**src/rtl/core/sdsp_pkg.sv**
```systemverilog
`timescale 1ns / 1ps
package sdsp_pkg;

    // input function codes
    typedef enum logic [1:0] {
        FUNC_TICK   = 2'd0,
        FUNC_STEP   = 2'd1,
        FUNC_ENC    = 2'd2,
        FUNC_UNUSED = 2'd3
    } func_t;

    // configuration register indexes
    typedef enum logic [1:0] {
        CFG_PROP_GAIN  = 2'd0,
        CFG_INTEG_GAIN = 2'd1,
        CFG_DERIV_GAIN = 2'd2,
        CFG_CUR_LIMIT  = 2'd3
    } cfg_idx_t;

    localparam int ERR_W    = 16;
    localparam int GAIN_W   = 8;
    localparam int SENSE_W  = 13;
    localparam int RED_W    = 12;
    localparam int DUTY_W   = 12;
    localparam int MAG_SHIFT = 4;
    localparam logic [DUTY_W-1:0] DUTY_MAX = 12'd4095;
    localparam logic [DUTY_W-1:0] DUTY_MIN = 12'd1;
    localparam int QDEPTH   = 2;

    // loop gains handed to the back end
    typedef struct packed {
        logic [GAIN_W-1:0] prop;
        logic [GAIN_W-1:0] integ;
        logic [GAIN_W-1:0] deriv;
    } gains_t;

endpackage

```
**src/rtl/core/sdsp_front.sv**
```systemverilog
`timescale 1ns / 1ps
module sdsp_front
    import sdsp_pkg::*;
#(
    parameter int INTEGRAL_LIMIT = 4000,
    parameter int REDUCE_LIMIT   = 4094,
    parameter int STEP_SCALE     = 1,
    parameter int INTEG_W        = 13
)(
    input  logic                      clk,
    input  logic                      rst_n,
    input  logic                      in_valid,
    input  logic                      q_full,
    input  logic [1:0]                func,
    input  logic                      direction,
    input  logic [SENSE_W-1:0]        sense_millivolts,
    input  logic [GAIN_W-1:0]         cur_setting,
    output logic                      push,
    output logic signed [ERR_W-1:0]   tick_err,
    output logic signed [ERR_W-1:0]   tick_deriv,
    output logic signed [INTEG_W-1:0] tick_integ,
    output logic [RED_W-1:0]          tick_red
);

    localparam int ISUM_W = ((INTEG_W > ERR_W) ? INTEG_W : ERR_W) + 1;
    localparam logic signed [ISUM_W-1:0] IPOS = ISUM_W'(INTEGRAL_LIMIT);
    localparam logic signed [ISUM_W-1:0] INEG = -IPOS;
    localparam logic signed [15:0] RMAX = 16'(REDUCE_LIMIT);
    localparam logic [ERR_W-1:0] STEP_D = ERR_W'(STEP_SCALE);

    logic signed [ERR_W-1:0]   err_count_reg, err_count_next;
    logic signed [ERR_W-1:0]   err_prev_reg, err_prev_next;
    logic signed [INTEG_W-1:0] integ_reg, integ_next;
    logic [RED_W-1:0]          red_reg, red_next;

    logic                      accept;
    logic signed [ISUM_W-1:0]  isum;
    logic signed [15:0]        rsum;
    logic signed [INTEG_W-1:0] integ_clamped;
    logic [RED_W-1:0]          red_clamped;

    assign accept = in_valid && !q_full;

    assign isum = ISUM_W'(integ_reg) + ISUM_W'(err_count_reg);
    assign rsum = $signed({4'b0, red_reg}) + $signed({3'b0, sense_millivolts})
                - $signed({5'b0, cur_setting, 3'b0});

    always_comb
    begin
        if (isum > IPOS)
            integ_clamped = INTEG_W'(IPOS);
        else if (isum < INEG)
            integ_clamped = INTEG_W'(INEG);
        else
            integ_clamped = INTEG_W'(isum);

        if (rsum < 16'sd0)
            red_clamped = '0;
        else if (rsum > RMAX)
            red_clamped = RED_W'(RMAX);
        else
            red_clamped = RED_W'(rsum);
    end

    always_comb
    begin
        err_count_next = err_count_reg;
        err_prev_next  = err_prev_reg;
        integ_next     = integ_reg;
        red_next       = red_reg;
        push           = 1'b0;
        if (accept)
        begin
            case (func_t'(func))
                FUNC_STEP:
                begin
                    err_count_next = direction ? err_count_reg + STEP_D
                                               : err_count_reg - STEP_D;
                    err_prev_next  = direction ? err_prev_reg + STEP_D
                                               : err_prev_reg - STEP_D;
                end
                FUNC_ENC:
                begin
                    err_count_next = direction ? err_count_reg + 16'sd1
                                               : err_count_reg - 16'sd1;
                end
                FUNC_TICK:
                begin
                    err_prev_next = err_count_reg;
                    integ_next    = integ_clamped;
                    red_next      = red_clamped;
                    push          = 1'b1;
                end
                default:
                begin
                    push = 1'b0;
                end
            endcase
        end
    end

    assign tick_err   = err_count_reg;
    assign tick_deriv = err_prev_reg - err_count_reg;
    assign tick_integ = integ_clamped;
    assign tick_red   = red_clamped;

    always_ff @(posedge clk or negedge rst_n)
    begin
        if (!rst_n)
        begin
            err_count_reg <= '0;
            err_prev_reg  <= '0;
            integ_reg     <= '0;
            red_reg       <= '0;
        end
        else
        begin
            err_count_reg <= err_count_next;
            err_prev_reg  <= err_prev_next;
            integ_reg     <= integ_next;
            red_reg       <= red_next;
        end
    end

endmodule

```
**src/rtl/core/sdsp_queue.sv**
```systemverilog
`timescale 1ns / 1ps
module sdsp_queue
    import sdsp_pkg::*;
#(
    parameter int WIDTH = 57
)(
    input  logic             clk,
    input  logic             rst_n,
    input  logic             push,
    input  logic [WIDTH-1:0] push_data,
    input  logic             pop,
    output logic             full,
    output logic             not_empty,
    output logic [WIDTH-1:0] pop_data
);

    localparam int PTR_W = (QDEPTH > 1) ? $clog2(QDEPTH) : 1;
    localparam int CNT_W = $clog2(QDEPTH + 1);

    logic [WIDTH-1:0] slot_reg [QDEPTH];
    logic [PTR_W-1:0] wr_ptr_reg, wr_ptr_next;
    logic [PTR_W-1:0] rd_ptr_reg, rd_ptr_next;
    logic [CNT_W-1:0] count_reg, count_next;
    logic             do_pop;

    assign full      = (count_reg == CNT_W'(QDEPTH));
    assign not_empty = (count_reg != '0);
    assign do_pop    = pop && not_empty;
    assign pop_data  = slot_reg[rd_ptr_reg];

    always_comb
    begin
        wr_ptr_next = wr_ptr_reg;
        rd_ptr_next = rd_ptr_reg;
        count_next  = count_reg;
        if (push)
            wr_ptr_next = (wr_ptr_reg == PTR_W'(QDEPTH - 1)) ? '0 : wr_ptr_reg + 1'b1;
        if (do_pop)
            rd_ptr_next = (rd_ptr_reg == PTR_W'(QDEPTH - 1)) ? '0 : rd_ptr_reg + 1'b1;
        if (push && !do_pop)
            count_next = count_reg + 1'b1;
        else if (!push && do_pop)
            count_next = count_reg - 1'b1;
    end

    always_ff @(posedge clk)
    begin
        if (push)
            slot_reg[wr_ptr_reg] <= push_data;
    end

    always_ff @(posedge clk or negedge rst_n)
    begin
        if (!rst_n)
        begin
            wr_ptr_reg <= '0;
            rd_ptr_reg <= '0;
            count_reg  <= '0;
        end
        else
        begin
            wr_ptr_reg <= wr_ptr_next;
            rd_ptr_reg <= rd_ptr_next;
            count_reg  <= count_next;
        end
    end

endmodule

```
**src/rtl/core/sdsp_back.sv**
```systemverilog
`timescale 1ns / 1ps
module sdsp_back
    import sdsp_pkg::*;
#(
    parameter int INTEG_W = 13
)(
    input  logic                      clk,
    input  logic                      rst_n,
    input  gains_t                    gains,
    input  logic                      q_not_empty,
    input  logic signed [ERR_W-1:0]   q_err,
    input  logic signed [ERR_W-1:0]   q_deriv,
    input  logic signed [INTEG_W-1:0] q_integ,
    input  logic [RED_W-1:0]          q_red,
    output logic                      q_pop,
    output logic                      out_valid,
    input  logic                      out_stall,
    output logic                      phase,
    output logic [DUTY_W-1:0]         duty,
    output logic signed [ERR_W-1:0]   position_error
);

    localparam int EPROD_W = ERR_W + GAIN_W + 1;
    localparam int IPROD_W = INTEG_W + GAIN_W + 1;
    localparam int SUM_W   = ((IPROD_W > EPROD_W) ? IPROD_W : EPROD_W) + 2;

    // stage 1: products
    logic                      s1_valid_reg;
    logic signed [EPROD_W-1:0] p_prod_reg, d_prod_reg;
    logic signed [IPROD_W-1:0] i_prod_reg;
    logic signed [ERR_W-1:0]   s1_err_reg;
    logic [RED_W-1:0]          s1_red_reg;

    // stage 2: controller sum
    logic                      s2_valid_reg;
    logic signed [SUM_W-1:0]   sum_reg, sum_next;
    logic signed [ERR_W-1:0]   s2_err_reg;
    logic [RED_W-1:0]          s2_red_reg;

    // output register
    logic                      out_valid_reg;
    logic                      phase_reg, phase_next;
    logic [DUTY_W-1:0]         duty_reg, duty_next;
    logic signed [ERR_W-1:0]   out_err_reg;

    logic                      out_adv, s2_load, s1_load;
    logic [SUM_W-1:0]          mag;
    logic [SUM_W-1:0]          mag_sh;
    logic [DUTY_W-1:0]         mag_cap;
    logic signed [DUTY_W:0]    diff;

    assign out_adv = !out_valid_reg || !out_stall;
    assign s2_load = !s2_valid_reg || out_adv;
    assign s1_load = !s1_valid_reg || s2_load;
    assign q_pop   = s1_load && q_not_empty;

    assign sum_next = SUM_W'(p_prod_reg) + SUM_W'(i_prod_reg) - SUM_W'(d_prod_reg);

    always_comb
    begin
        phase_next = !sum_reg[SUM_W-1];
        mag        = sum_reg[SUM_W-1] ? SUM_W'(-sum_reg) : SUM_W'(sum_reg);
        mag_sh     = mag >> MAG_SHIFT;
        if (|mag_sh[SUM_W-1:DUTY_W])
            mag_cap = DUTY_MAX;
        else
            mag_cap = mag_sh[DUTY_W-1:0];
        diff = $signed({1'b0, mag_cap}) - $signed({1'b0, s2_red_reg});
        if (diff < $signed({1'b0, DUTY_MIN}))
            duty_next = DUTY_MIN;
        else
            duty_next = diff[DUTY_W-1:0];
    end

    always_ff @(posedge clk)
    begin
        if (q_pop)
        begin
            p_prod_reg <= $signed({1'b0, gains.prop}) * q_err;
            i_prod_reg <= $signed({1'b0, gains.integ}) * q_integ;
            d_prod_reg <= $signed({1'b0, gains.deriv}) * q_deriv;
            s1_err_reg <= q_err;
            s1_red_reg <= q_red;
        end
        if (s2_load && s1_valid_reg)
        begin
            sum_reg    <= sum_next;
            s2_err_reg <= s1_err_reg;
            s2_red_reg <= s1_red_reg;
        end
        if (out_adv && s2_valid_reg)
        begin
            phase_reg   <= phase_next;
            duty_reg    <= duty_next;
            out_err_reg <= s2_err_reg;
        end
    end

    always_ff @(posedge clk or negedge rst_n)
    begin
        if (!rst_n)
        begin
            s1_valid_reg  <= 1'b0;
            s2_valid_reg  <= 1'b0;
            out_valid_reg <= 1'b0;
        end
        else
        begin
            if (s1_load)
                s1_valid_reg <= q_not_empty;
            if (s2_load)
                s2_valid_reg <= s1_valid_reg;
            if (out_adv)
                out_valid_reg <= s2_valid_reg;
        end
    end

    assign out_valid      = out_valid_reg;
    assign phase          = phase_reg;
    assign duty           = duty_reg;
    assign position_error = out_err_reg;

endmodule

```
**src/rtl/core/step_dir_servo_pid_current_limit_top.sv**
```systemverilog
`timescale 1ns / 1ps
// channel | signals                                      | flow
// --------+----------------------------------------------+-------------------------------
// in      | in_valid, in_stall, func, direction,         | step/encoder pulses and ticks
//         | sense_millivolts                             |
// out     | out_valid, out_stall, phase, duty,           | one result per control tick
//         | position_error                               |
// cfg     | cfg_valid, cfg_ready, cfg_index, cfg_data    | gain and current-limit writes
//
// one input transaction per cycle while in_stall is low; pulses give no result
// a control tick's result passes the queue, then the products, sum and output registers, before out_valid rises
// reset clears the error state, integrators and the queue; gains return to their defaults
// in_stall rises only when the two-entry queue to the multiply back end is full
// out_stall holds the output register and backs up the back end into the queue
module step_dir_servo_pid_current_limit_top
    import sdsp_pkg::*;
#(
    parameter int INTEGRAL_LIMIT = 4000,
    parameter int REDUCE_LIMIT   = 4094,
    parameter int STEP_SCALE     = 1
)(
    input  logic                    clk,
    input  logic                    rst_n,
    input  logic                    in_valid,
    output logic                    in_stall,
    input  logic [1:0]              func,
    input  logic                    direction,
    input  logic [SENSE_W-1:0]      sense_millivolts,
    output logic                    out_valid,
    input  logic                    out_stall,
    output logic                    phase,
    output logic [DUTY_W-1:0]       duty,
    output logic signed [ERR_W-1:0] position_error,
    input  logic                    cfg_valid,
    output logic                    cfg_ready,
    input  logic [1:0]              cfg_index,
    input  logic [GAIN_W-1:0]       cfg_data
);

    // signed width that holds +/- INTEGRAL_LIMIT
    localparam int INTEG_W = $clog2(INTEGRAL_LIMIT + 1) + 1;
    localparam int QW      = 2 * ERR_W + INTEG_W + RED_W;

    // configuration registers
    logic [GAIN_W-1:0] prop_gain_reg;
    logic [GAIN_W-1:0] integ_gain_reg;
    logic [GAIN_W-1:0] deriv_gain_reg;
    logic [GAIN_W-1:0] cur_limit_reg;
    gains_t            gains;

    // front to queue
    logic                      push;
    logic signed [ERR_W-1:0]   f_err, f_deriv;
    logic signed [INTEG_W-1:0] f_integ;
    logic [RED_W-1:0]          f_red;
    logic                      q_full, q_not_empty, q_pop;
    logic [QW-1:0]             q_in, q_out;

    assign cfg_ready = 1'b1;

    always_ff @(posedge clk or negedge rst_n)
    begin
        if (!rst_n)
        begin
            prop_gain_reg  <= 8'd50;
            integ_gain_reg <= 8'd1;
            deriv_gain_reg <= 8'd0;
            cur_limit_reg  <= 8'd127;
        end
        else if (cfg_valid && cfg_ready)
        begin
            case (cfg_idx_t'(cfg_index))
                CFG_PROP_GAIN:  prop_gain_reg  <= cfg_data;
                CFG_INTEG_GAIN: integ_gain_reg <= cfg_data;
                CFG_DERIV_GAIN: deriv_gain_reg <= cfg_data;
                CFG_CUR_LIMIT:  cur_limit_reg  <= cfg_data;
                default:        prop_gain_reg  <= prop_gain_reg;
            endcase
        end
    end

    assign gains.prop  = prop_gain_reg;
    assign gains.integ = integ_gain_reg;
    assign gains.deriv = deriv_gain_reg;

    // only a full queue stalls the input
    assign in_stall = q_full;

    // front end: error counters, integral and current-limit integrator
    sdsp_front #(
        .INTEGRAL_LIMIT (INTEGRAL_LIMIT),
        .REDUCE_LIMIT   (REDUCE_LIMIT),
        .STEP_SCALE     (STEP_SCALE),
        .INTEG_W        (INTEG_W)
    ) u_front (
        .clk              (clk),
        .rst_n            (rst_n),
        .in_valid         (in_valid),
        .q_full           (q_full),
        .func             (func),
        .direction        (direction),
        .sense_millivolts (sense_millivolts),
        .cur_setting      (cur_limit_reg),
        .push             (push),
        .tick_err         (f_err),
        .tick_deriv       (f_deriv),
        .tick_integ       (f_integ),
        .tick_red         (f_red)
    );

    assign q_in = {f_err, f_deriv, f_integ, f_red};

    // tick queue between front and back
    sdsp_queue #(
        .WIDTH (QW)
    ) u_queue (
        .clk       (clk),
        .rst_n     (rst_n),
        .push      (push),
        .push_data (q_in),
        .pop       (q_pop),
        .full      (q_full),
        .not_empty (q_not_empty),
        .pop_data  (q_out)
    );

    // back end: three gain multiplies, controller sum, duty shaping
    sdsp_back #(
        .INTEG_W (INTEG_W)
    ) u_back (
        .clk            (clk),
        .rst_n          (rst_n),
        .gains          (gains),
        .q_not_empty    (q_not_empty),
        .q_err          (q_out[QW-1 -: ERR_W]),
        .q_deriv        (q_out[QW-ERR_W-1 -: ERR_W]),
        .q_integ        (q_out[RED_W +: INTEG_W]),
        .q_red          (q_out[RED_W-1:0]),
        .q_pop          (q_pop),
        .out_valid      (out_valid),
        .out_stall      (out_stall),
        .phase          (phase),
        .duty           (duty),
        .position_error (position_error)
    );

endmodule

```
**config.mk**
```make
export PLATFORM = sky130hd
export DESIGN_NAME = step_dir_servo_pid_current_limit_top
export DESIGN_NICKNAME = d
export VERILOG_FILES = /design/src/rtl/core/sdsp_pkg.sv /design/src/rtl/core/sdsp_front.sv /design/src/rtl/core/sdsp_queue.sv /design/src/rtl/core/sdsp_back.sv /design/src/rtl/core/step_dir_servo_pid_current_limit_top.sv
export SDC_FILE = /design/constraint.sdc
export NUM_CORES = 2
export LEC_CHECK = 0
export BUFFER_PORTS_ARGS = -buffer_cell sky130_fd_sc_hd__buf_4
export CAP_MARGIN = 5
export CORE_ASPECT_RATIO = 2
export CORE_MARGIN = 3
export CORE_UTILIZATION = 29
export DETAILED_ROUTE_END_ITERATION = 8
export PLACE_DENSITY_LB_ADDON = 0.3
export REMOVE_ABC_BUFFERS = 1
export SYNTH_ARGS = -nofsm -noshare
export SYNTH_HDL_FRONTEND = slang
export SYNTH_SLANG_ARGS = --single-unit
```
**constraint.sdc**
```tcl
create_clock -name clk -period 9.4 [get_ports clk]
set_input_delay 0.94 -clock clk [delete_from_list [all_inputs] [get_ports clk]]
set_output_delay 0.94 -clock clk [all_outputs]
set_load 0.02 [all_outputs]
```
=== Yosys cells after proc, flatten, opt, wreduce, memory -nomap -nowiden ===
Memory sizes are Yosys's and may differ from the RTL's.
Index checks and enable logic that the tools add are counted.

* Memories kept: 1
* Bits in latches: 0
* Bits of input ports: 31
* Flip-flop bits (word level): 280
* Word-level logic and storage cells: 109
* RAM bits: 114
* ROM bits: 0

* Add/sub/neg operators: 18
* Equality and inequality tests: 6
* Multiplexer cells: 19
* Reductions and logical operators: 32
* Div/mod/pow operators: 0
* Shifts and indexed selects: 0
* Multiply operators: 3
* Bitwise gates (word level): 0
* $lt $le $gt $ge: 5

{| class="wikitable"
|+ Memory list
! name !! depth !! width !! rd ports !! clocked after memory_dff !! wr ports !! RTL line !! RTL
|-
| u_queue.slot_reg || 2 || 57 || 1 || 0 || 1 || sdsp_queue.sv:20 || <nowiki>logic [WIDTH-1:0] slot_reg [QDEPTH];</nowiki>
|}

{| class="wikitable"
|+ Operator list
! kind !! count
|-
| $pmux W16 S2 || 2
|-
| $mul A9 B16 Y25 || 2
|-
| $mux W16 || 3
|-
| $mux W12 || 3
|-
| $add A16 B1 Y16 const B || 2
|-
| $sub A16 B1 Y16 const B || 2
|-
| $mux W27 || 1
|-
| $neg A27 Y27 || 1
|-
| $sub A26 B25 Y27 || 1
|-
| $add A25 B22 Y26 || 1
|-
| $mux W13 || 2
|-
| $mul A9 B13 Y22 || 1
|-
| $add A13 B16 Y17 || 1
|-
| $gt A17 B13 Y1 const B || 1
|-
| $lt A17 B13 Y1 const B || 1
|-
| $add A16 B2 Y16 const B || 1
|-
| $gt A16 B13 Y1 const B || 1
|-
| $lt A16 B1 Y1 const B || 1
|-
| $sub A16 B12 Y16 || 1
|-
| $sub A16 B16 Y16 || 1
|-
| $sub A16 B2 Y16 const B || 1
|-
| $add A12 B13 Y14 || 1
|-
| $reduce_and A2 Y1 || 7
|-
| $lt A13 B2 Y1 const B || 1
|-
| 14 further kinds || 44
|}

=== Depth between registers and ports, before layout ===
* Depth after elaboration: 9
* Gate-level depth with buffers: 24
* Mapped depth without buffers: 21

=== By module ===
A second synthesis with hierarchy kept.

* Cells, all modules: 3,233
* Area, all modules: 33,892.5 um2

{| class="wikitable"
|+ By module, submodules not included
! module !! times used !! area an instance (um2) !! seq. area each (um2) !! cells an instance
|-
| sdsp_back || 1 || 22,021.1 || 5,600.4 || 2,200
|-
| sdsp_front || 1 || 6,256.0 || 1,426.4 || 770
|-
| sdsp_queue || 1 || 4,377.9 || 3,523.4 || 193
|-
| step_dir_servo_pid_current_limit_top || 1 || 1,237.4 || 814.5 || 70
|}

=== Worst setup path before layout ===
Ideal clock, no wire load.

* Path type: reg-to-reg
* Start: register u_queue.rd_ptr_reg
* End: register u_back.p_prod_reg[21] (data pin)
* Data arrival time: 5.905 ns
* Cell stages (with the launch flop): 22
* Clock period less this slack: 6.165 ns
* Setup time: 0.260 ns
* Slack: 3.235 ns
* Cell sequence: dfrtp_1 -> clkbuf_1 -> clkbuf_1 -> clkbuf_1 -> mux2_2 -> and2_1 -> fa_1 -> fa_1 -> fa_1 -> inv_1 -> fa_1 -> inv_1 -> ha_1 -> or3_1 -> a221oi_1 -> o31ai_1 -> o31a_1 -> a211o_1 -> a21oi_1 -> o21bai_1 -> a21oi_1 -> xnor2_1

* Cells in the longest elaborated chain, start to end: 2

{| class="wikitable"
|+ Ends and longest elaborated chain
! item !! RTL line !! RTL
|-
| start, declared || sdsp_queue.sv:22 || <nowiki>logic [PTR_W-1:0] rd_ptr_reg, rd_ptr_next;</nowiki>
|-
| start signal, assigned || sdsp_queue.sv:63 || <nowiki>rd_ptr_reg <= rd_ptr_next;</nowiki>
|-
| $mem_v2 Z2 W57 || -- ||
|-
| named net q_out[44] || step_dir_servo_pid_current_limit_top.sv:57 || <nowiki>logic [QW-1:0] q_in, q_out;</nowiki>
|-
| $mul A9 B16 Y25 || sdsp_back.sv:79 || <nowiki>p_prod_reg <= $signed({1'b0, gains.prop}) * q_err;</nowiki>
|-
| end signal, assigned || sdsp_back.sv:79 ||
|-
| end, declared || sdsp_back.sv:29 || <nowiki>logic signed [EPROD_W-1:0] p_prod_reg, d_prod_reg;</nowiki>
|}

The timed path passes the listed nets, and every way through them passes these cells.
A chain may end at the register's enable or synchronous reset.

=== Worst setup path in the final report ===
* Start: register u_queue.rd_ptr_reg
* End: register u_back.d_prod_reg[23] (data pin)

* Cells in the longest elaborated chain, start to end: 2

{| class="wikitable"
|+ Ends and longest elaborated chain
! item !! RTL line !! RTL
|-
| $mem_v2 Z2 W57 || -- ||
|-
| $mul A9 B16 Y25 || sdsp_back.sv:81 || <nowiki>d_prod_reg <= $signed({1'b0, gains.deriv}) * q_deriv;</nowiki>
|-
| end signal, assigned || sdsp_back.sv:81 ||
|-
| end, declared || sdsp_back.sv:29 ||
|}

No other way between the ends.

==> flow_metrics.py <==
metrics = {
    "status": {
        "outcome": "finished, final reports clean",
    },
    "worst_setup_path": {
        "endpoint_kind": "flip-flop",
        "arrival_ns": 6.64,
        "r2r-end": "u_back.d_prod_reg[23]",
        "timing.rr.start": "u_queue.rd_ptr_reg",
        "cp-start-kind": "flip-flop",
        "r2r_setup_slack_ns": 3.07,
        "reg2reg_depth": 18,
        "path_max_fanout": 21,
        "path_class": "reg2reg",
        "cp_data_required_time_ns": 9.71,
    },
    "synth": {
        "yosys-top-cells-area": "edfxtp_1, fa_1, ha_1, inv_1, dfrtp_1",
        "syn_area_per_cell_sq_um": 10.5,
        "synth-async-reset-ratio_pct": 24.4,
        "synth-edff-count": 298,
        "ys_types": 93,
        "syn_inst": 3224,
        "synth_most_common_cell": "inv_1",
        "ys.flop_type": "edfxtp_1",
        "synth_area_sq_um": 33700,
        "yosys_register_bits": 394,
        "synth_common_cells": "inv_1, fa_1, edfxtp_1, ha_1, nand2_1",
        "ys.warnings.count": 0,
        "ys_seq_area_share_pct": 33.7,
        "yosysTopAreaCell": "edfxtp_1",
        "yosysTopAreaCellShare_pct": 26.5,
    },
    "cells_and_area": {
        "multiInputGateArea_sq_um": 20000,
        "fill_cells": 11800,
        "largest_register_ffs": 114,
        "area_growth_pct": 10.8,
        "nets": 3906,
        "drive_gt1_share_pct": 9.09,
        "seqCellArea_sq_um": 11400,
    },
    "placed_design": {
        "gp_congestion": 0.865,
        "portBuffers": 61,
        "place.detailed.hpwl_um": 72700,
    },
    "clock_tree": {
        "cts-resized-gates": 0,
        "post_cts_buffers": 0,
        "clock_sinks": 394,
        "path_clk_slew_ns": 0.08,
        "htree_levels": 2,
        "cts_tree": "done",
        "ctsHoldBuffers": 0,
        "ctsRootBufferMaster": "clkbuf_16",
        "cts_max_path_buffers": 3,
        "numCtsBuffers": 40,
        "clock_latency_ns": 0.58,
    },
    "floorplan": {
        "die_w_um": 247,
        "die-area_sq_um": 121000,
        "core_sq_um": 115000,
        "die_h_um": 488,
        "core.rowCount": 176,
        "start_util_pct": 29.3,
        "io_pins": 63,
    },
    "detailed_routing": {
        "num_vias": 22600,
        "routedWlPerCell_um": 18.1,
        "antenna_left": 0,
        "drt-pass1-iter-count": 4,
        "drt-total-wl_um": 87300,
        "initialDrtViolationCount": 797,
        "drc": 0,
        "viasPerCell": 4.68,
    },
    "sta": {
        "slew_headroom_pct": 23.0,
        "fin_crit_ns": 6.33,
        "slew_violations": 0,
        "max_freq_mhz": 158,
        "fin_skew_ns": 0.0198,
        "fin_tns_setup_ns": 0,
        "setup_viol": 0,
        "rsz0062_at_grt": "false",
        "finalHoldViolations": 0,
        "tightest_slew_ns": 1.15,
        "fin_crit_sh_pct": 67.3,
    },
    "global_route": {
        "track_usage_pct": 15.0,
        "grt_pass1_vias": 25200,
        "grt_max_degree": 61,
        "grt_pass1_wl_um": 138000,
        "antenna_found_initial": 2,
        "grt.overflow.total": 0,
    },
    "min_path": {
        "hold_class": "in2async",
    },
    "run": {
        "drv_cap": 0,
    },
}
through the flow:
step | std cells | hold WS (ns) | util [%] | instance area (sq um) | setup WS (ns)
after detailed placement | 4761 | 0.405 | 31.3 | 36000 | 2.96
after global placement | 4761 | 0.400 | 31.3 | 36000 | 3.03
after global routing | 4835 | 0.421 | 32.5 | 37400 | 2.56
final | 4836 | 0.375 | 32.5 | 37400 | 3.07
after CTS | 4834 | 0.381 | 32.4 | 37400 | 2.94
after floorplan | 3162 | 0.400 | - | 33500 | 2.80
cells by family after synthesis:
group	synth area share (%)
XOR/XNOR	4.18
AND/OR/NAND/NOR	13.0
AO/OA/AOI/OAI	9.58
buffers and inverters	7.23
other	0.0111
multiplexers	3.47
flip-flops	33.7
adder cells (fa/ha/maj)	28.8
routing by layer:
| layer | routed length [um] | GRT usage [%] | share of wire, % | vias to the layer above |
|---|---|---|---|---|
| li1 | - | - | - | 10800 |
| met1 | 28900 | 13.7 | 33 | 11400 |
| met2 | 51000 | 31.0 | 58 | 304 |
| met3 | 1800 | 1.38 | 2.1 | 171 |
| met4 | 5630 | 8.69 | 6.4 | 0 |
| met5 | 0 | 0 | 0 | - |
area by class of cell:
type	instances	share of cell area, %
Tap cell	1513	5.06
Sequential cell	394	30.4
Timing Repair Buffer	86	1.73
Multi-Input combinational cell	2188	53.4
Inverter	580	5.83
Clock inverter	25	0.670
Antenna cell	2	0.0134
Clock buffer	48	2.87
layout by cell type (no fill, tap or decap), types with 11 or more instances in the layout:
master / instances
o31ai_1: 11
nand2b_1: 34
nand3_1: 41
and2_1: 207
fa_1: 320
ha_1: 265
dfstp_2: 11
nor2_1: 127
a21o_1: 32
clkbuf_16: 41
a31oi_1: 15
xor2_1: 46
nor2b_1: 59
dfrtp_1: 84
mux2_2: 93
a21oi_1: 123
nor3_1: 39
o21bai_1: 14
nand2_1: 244
o21ai_0: 125
inv_1: 579
and3_1: 11
edfxtp_1: 298
o21a_1: 39
nand3b_1: 11
mux2i_1: 11
xnor2_1: 115
a211oi_1: 17
buf_4: 86
or3_1: 19
worst max-delay path, stage by stage (launching register included):
cell and delay, ns:
dfrtp_2 0.68, buf_4 0.42, mux2i_1 0.62, nor2b_1 0.16
fa_1 0.47, fa_1 0.50, ha_1 0.29, inv_1 0.05
fa_1 0.52, inv_1 0.04, ha_1 0.33, nand2_1 0.11
o211ai_1 0.10, a21o_1 0.21, a41o_1 0.26, o41ai_1 0.51
o21ai_0 0.27, o221ai_1 0.34, o211ai_1 0.14
worst max-delay path by stage:
stage                            end          startpoint  depth (start not counted)
2_1_floorplan  u_back.p_prod_reg[21]  u_queue.rd_ptr_reg                         18
3_3_place_gp   u_back.d_prod_reg[23]  u_queue.rd_ptr_reg                         19
3_5_place_dp   u_back.d_prod_reg[23]  u_queue.rd_ptr_reg                         18
4_1_cts        u_back.d_prod_reg[23]  u_queue.rd_ptr_reg                         18
5_1_grt        u_back.d_prod_reg[23]  u_queue.rd_ptr_reg                         19
6_report       u_back.d_prod_reg[23]  u_queue.rd_ptr_reg                         18
Power is not shown: default switching activity piles up to over one toggle a cycle in this logic, so the estimate is an artifact.
